### src/rtl/mewu_pkg.sv
`timescale 1ns / 1ps
`default_nettype none
// ----------------------------------------------------------------------------
// mewu_pkg: shared types and constants of the execute and write-back unit
// Operation codes, register numbers and the descriptor type.
// ----------------------------------------------------------------------------
package mewu_pkg;

	localparam logic [5:0] OP_ADD = 6'd0, OP_ADDU = 6'd1, OP_ADDIU = 6'd2, OP_SUB = 6'd3,
		OP_SUBU = 6'd4, OP_MUL = 6'd5, OP_MULU = 6'd6, OP_DIVU = 6'd7, OP_DIV = 6'd8,
		OP_XOR = 6'd9, OP_XORU = 6'd10, OP_NEG = 6'd11, OP_NEGU = 6'd12, OP_REM = 6'd13,
		OP_REMU = 6'd14, OP_LI = 6'd15, OP_SEQ = 6'd16, OP_SGE = 6'd17, OP_SGT = 6'd18,
		OP_SLE = 6'd19, OP_SLT = 6'd20, OP_SNE = 6'd21, OP_B = 6'd22, OP_BEQ = 6'd23,
		OP_BNE = 6'd24, OP_BGE = 6'd25, OP_BLE = 6'd26, OP_BGT = 6'd27, OP_BLT = 6'd28,
		OP_BEQZ = 6'd29, OP_BNEZ = 6'd30, OP_BGEZ = 6'd31, OP_BLEZ = 6'd32,
		OP_BGTZ = 6'd33, OP_BLTZ = 6'd34, OP_J = 6'd35, OP_JR = 6'd36, OP_JAL = 6'd37,
		OP_JALR = 6'd38, OP_LA = 6'd39, OP_LB = 6'd40, OP_LH = 6'd41, OP_LW = 6'd42,
		OP_SB = 6'd43, OP_SH = 6'd44, OP_SW = 6'd45, OP_MOVE = 6'd46, OP_MFHI = 6'd47,
		OP_MFLO = 6'd48;

	localparam logic [5:0] REG_RA = 6'd31, REG_LO = 6'd32, REG_HI = 6'd33, REG_PC = 6'd34;

	localparam logic [1:0] ACT_NONE = 2'd0, ACT_REG = 2'd1, ACT_LOAD = 2'd2,
		ACT_STORE = 2'd3;

	typedef struct packed {
		logic [1:0]  action;
		logic [1:0]  write_count;
		logic [5:0]  write_reg_a;
		logic [31:0] write_value_a;
		logic [5:0]  write_reg_b;
		logic [31:0] write_value_b;
		logic [31:0] mem_address;
		logic [2:0]  mem_size;
		logic [31:0] mem_store_data;
		logic [4:0]  load_dest_reg;
		logic        div_by_zero;
	} desc_t;

	// Where the value of each write comes from once the long units finish
	typedef enum logic [2:0] {
		SRC_FIXED, SRC_PROD_LO, SRC_PROD_HI, SRC_QUOT, SRC_REM
	} src_t;

endpackage
`default_nettype wire

### src/rtl/mewu_multiplier.sv
`timescale 1ns / 1ps
`default_nettype none
// ----------------------------------------------------------------------------
// mewu_multiplier: two-stage 32 x 32 multiplier
// Sign-extended 33-bit operands registered, then the product registered; low 64 bits out.
// ----------------------------------------------------------------------------
module mewu_multiplier import mewu_pkg::*; (
	input  wire logic        clk,
	input  wire logic        advance,
	input  wire logic [31:0] x,
	input  wire logic [31:0] y,
	input  wire logic        sgn,
	output logic      [63:0] product
);

	logic signed [32:0] x_s1, y_s1;
	logic signed [65:0] p_s2;

	// Register operands, then the product
	always_ff @(posedge clk) begin
		if (advance) begin
			x_s1 <= {sgn & x[31], x};
			y_s1 <= {sgn & y[31], y};
			p_s2 <= x_s1 * y_s1;
		end
	end

	assign product = p_s2[63:0];

endmodule
`default_nettype wire

### config.mk
export PLATFORM = sky130hd
export DESIGN_NAME = mewu_multiplier
export DESIGN_NICKNAME = d
export VERILOG_FILES = /design/src/rtl/mewu_pkg.sv /design/src/rtl/mewu_multiplier.sv
export SDC_FILE = /design/constraint.sdc
export NUM_CORES = 2
export LEC_CHECK = 0
export ABC_AREA = 0
export ABC_CLOCK_PERIOD_IN_PS = 17450
export BUFFER_PORTS_ARGS = -buffer_cell sky130_fd_sc_hd__buf_2
export CAP_MARGIN = 40
export CORE_MARGIN = 1
export CORE_UTILIZATION = 38
export DETAILED_ROUTE_END_ITERATION = 6
export PLACE_DENSITY = 0.5
export SLEW_MARGIN = 20
export SYNTH_ARGS = -nofsm -noshare
export SYNTH_HDL_FRONTEND = slang
export SYNTH_SLANG_ARGS = --single-unit
export TNS_END_PERCENT = 1
### constraint.sdc
create_clock -name clk -period 17.45 [get_ports clk]
set_input_delay 1.745 -clock clk [delete_from_list [all_inputs] [get_ports clk]]
set_output_delay 1.745 -clock clk [all_outputs]
set_load 0.005 [all_outputs]
==> impl_metrics.toml <==
[synth]
syn_avg_cell_area_um2 = 9.88
synthTopCellsByArea = "fa_1 (53%), inv_1 (9.6%), edfxtp_1 (9.2%)"
syn-instance-count = 4276
synth-edff-count = 130
ys_seq_area_share_pct = 9.24
yosys.area.top_type = "fa_1"
yosys_register_bits = 130
yosysMostFrequentCell = "fa_1"
ys.flop_type = "edfxtp_1"
netlist.area_leader.share_pct = 53.3
synth_warnings = 0
synth_cell_types = 60
synth_commonest_cells = "fa_1 (1125), inv_1 (1080), nand2_1 (556)"
netlist_area_um2 = 42200
synth_nets = 5680
async_flop_share_pct = 0

[floorplan]
die_h_um = 335
start_util_pct = 38.6
coreArea_um2 = 109000
dieArea_um2 = 113000
die_x_um = 335
io_pins = 131
row_count = 121

[finish]
multi_input_area_um2 = 33500
drive_gt1_share_pct = 5.75
fin_cells = 5770
layout.area.seq_um2 = 3900
final_util_pct = 41.2
area_growth_pct = 6.68
fin_nets = 5684
n_fill_cell = 10900
design_area_um2 = 45100

[grt]
antenna_found_initial = 3
track_usage_pct = 23.0
grt_max_degree = 74
grt_pass1_wl_mm = 192
grt-ovfl-total = 0
grt_pass1_vias = 31800

[sta]
setup_viol = 0
fin_crit_ns = 8.56
timing.final.crit_share_pct = 49.0
setup-tns-final_ns = 0
drv_slew = 0
relSlewSlack_pct = 46.7
fmax_ghz = 0.117
final.setup_skew_ns = 0.0235
rsz0062_at_grt = "false"
final_hold_viol_count = 0
worstMarginPinSlew_ns = 0.799

[route]
ant_nets = 0
wl_per_cell_um = 21.0
vias = 28300
dr.pass1.iters = 5
routed_wl_mm = 121
drc = 0
viasPerCell = 4.91
drt-initial-drc-count = 1386

[worst_setup_path]
path_common_cell = "fa_1"
critical-path-slowest-cell = "fa_1"
crit_fanout = 33
crit_path_start_kind = "flop"
path_class = "reg -> reg"
cp_top_family = "adder cells"
cp_num_buf_inv = 8
cp_data_arrival_time_ns = 8.86
worstSetupEndpointType = "flop"
worstPathRequired_ns = 17.75
critPathMaxStageDelay_ns = 0.55

[outcome]
outcome = "finished, final reports clean"

[clock_tree]
clockRootBuffer = "clkbuf_16"
cts_sinks = 130
cts_max_level = 4
post_cts_resized = 0
clockBufferDepth = 2
holdBufCountCts = 0
clock_latency_ns = 0.55
cts_tree = "yes"
post_cts_buffers = 0
numCtsBuffers = 17
path_clk_slew_ns = 0.07

[placed_design]
place_area_um2 = 44500
place_congestion = 0.873
portBuffers = 130
dpl.hpwl_mm = 94.9
dp.cells = 5736

[hold_path]
hp-class = "reg -> reg"

[run]
cap_violations = 0
## registers in the layout, indices dropped and copies added, names as in the netlist
signal  count
p_s2       64
x_s1       33
y_s1       33
## tightest hold or removal path, cell delays in order (launching register included)
cell	delay, ns
edfxtp_1	0.36
buf_4	0.29
and2_1	0.27
## area by class of cell
class | instances | area share [%]
Antenna cell | 2 | 0.0111
Clock buffer | 18 | 0.952
Clock inverter | 13 | 0.250
Inverter | 1080 | 9.00
Multi-Input combinational cell | 2849 | 74.3
Sequential cell | 130 | 8.66
Tap cell | 1476 | 4.10
Timing Repair Buffer | 202 | 2.75
## per-stage QoR
step | setup WS (ns) | hold slack (ns)
floorplan | 9.61 | 0.599
global placement | 8.69 | 1.14
detailed placement | 8.93 | 1.11
CTS | 8.92 | 1.13
global route | 8.35 | 1.17
finish | 8.89 | 1.13
## logic make-up (layout without fill, tap and decap cells)
group / after synthesis / after routing / share of synthesized area [%]
adders and majority gates: 1337 / 1337 / 59.6
buffers and inverters: 1297 / 1313 / 11.5
and+or+nand+nor: 1240 / 1240 / 14.9
AOI/OAI and AO/OA: 193 / 193 / 3.12
DFF: 130 / 130 / 9.24
xor gates and xnor gates: 78 / 78 / 1.62
muxes: 1 / 1 / 0.0237
other: 0 / 2 / 0
## path summary, 6_finish.rpt
path	start	to	cells after the start	slack (ns)
max	y_s1[6]	p_s2[61]	27	8.89
min	x_s1[0]	p_s2[0]	2	1.13
max reg2reg	y_s1[6]	p_s2[61]	27	8.89
min reg2reg	x_s1[0]	p_s2[0]	2	1.13
## layer usage
layer	global-route usage, %	part of all wire, %	vias up	wire length, um
met5	0	0	-	0
met1	28.9	41	15300	49400
met3	2.59	3.5	133	4250
li1	-	-	12300	-
met2	41.0	53	601	63800
met4	7.67	3.2	0	3840
## placed cells by master, fill, tap and decap left out, drive strengths merged, types with 3 or more instances in the layout
cell / count
o21ai: 30
inv: 1083
edfxtp: 130
xor2: 22
a21oi: 58
nor2: 30
a41oi: 3
o31ai: 5
a221oi: 5
nand2: 556
and3: 14
a31oi: 11
o211ai: 11
o21bai: 10
clkinvlp: 4
nor2b: 32
xnor2: 56
ha: 212
buf: 202
nand3: 18
clkinv: 5
o21a: 7
nor3: 7
nand2b: 9
fa: 1125
clkbuf: 18
nand4: 11
and2: 556
a21o: 34
Power is left out: the tool's default activity adds up to more than one toggle a clock period on the data nets, which glitch-free logic cannot reach.
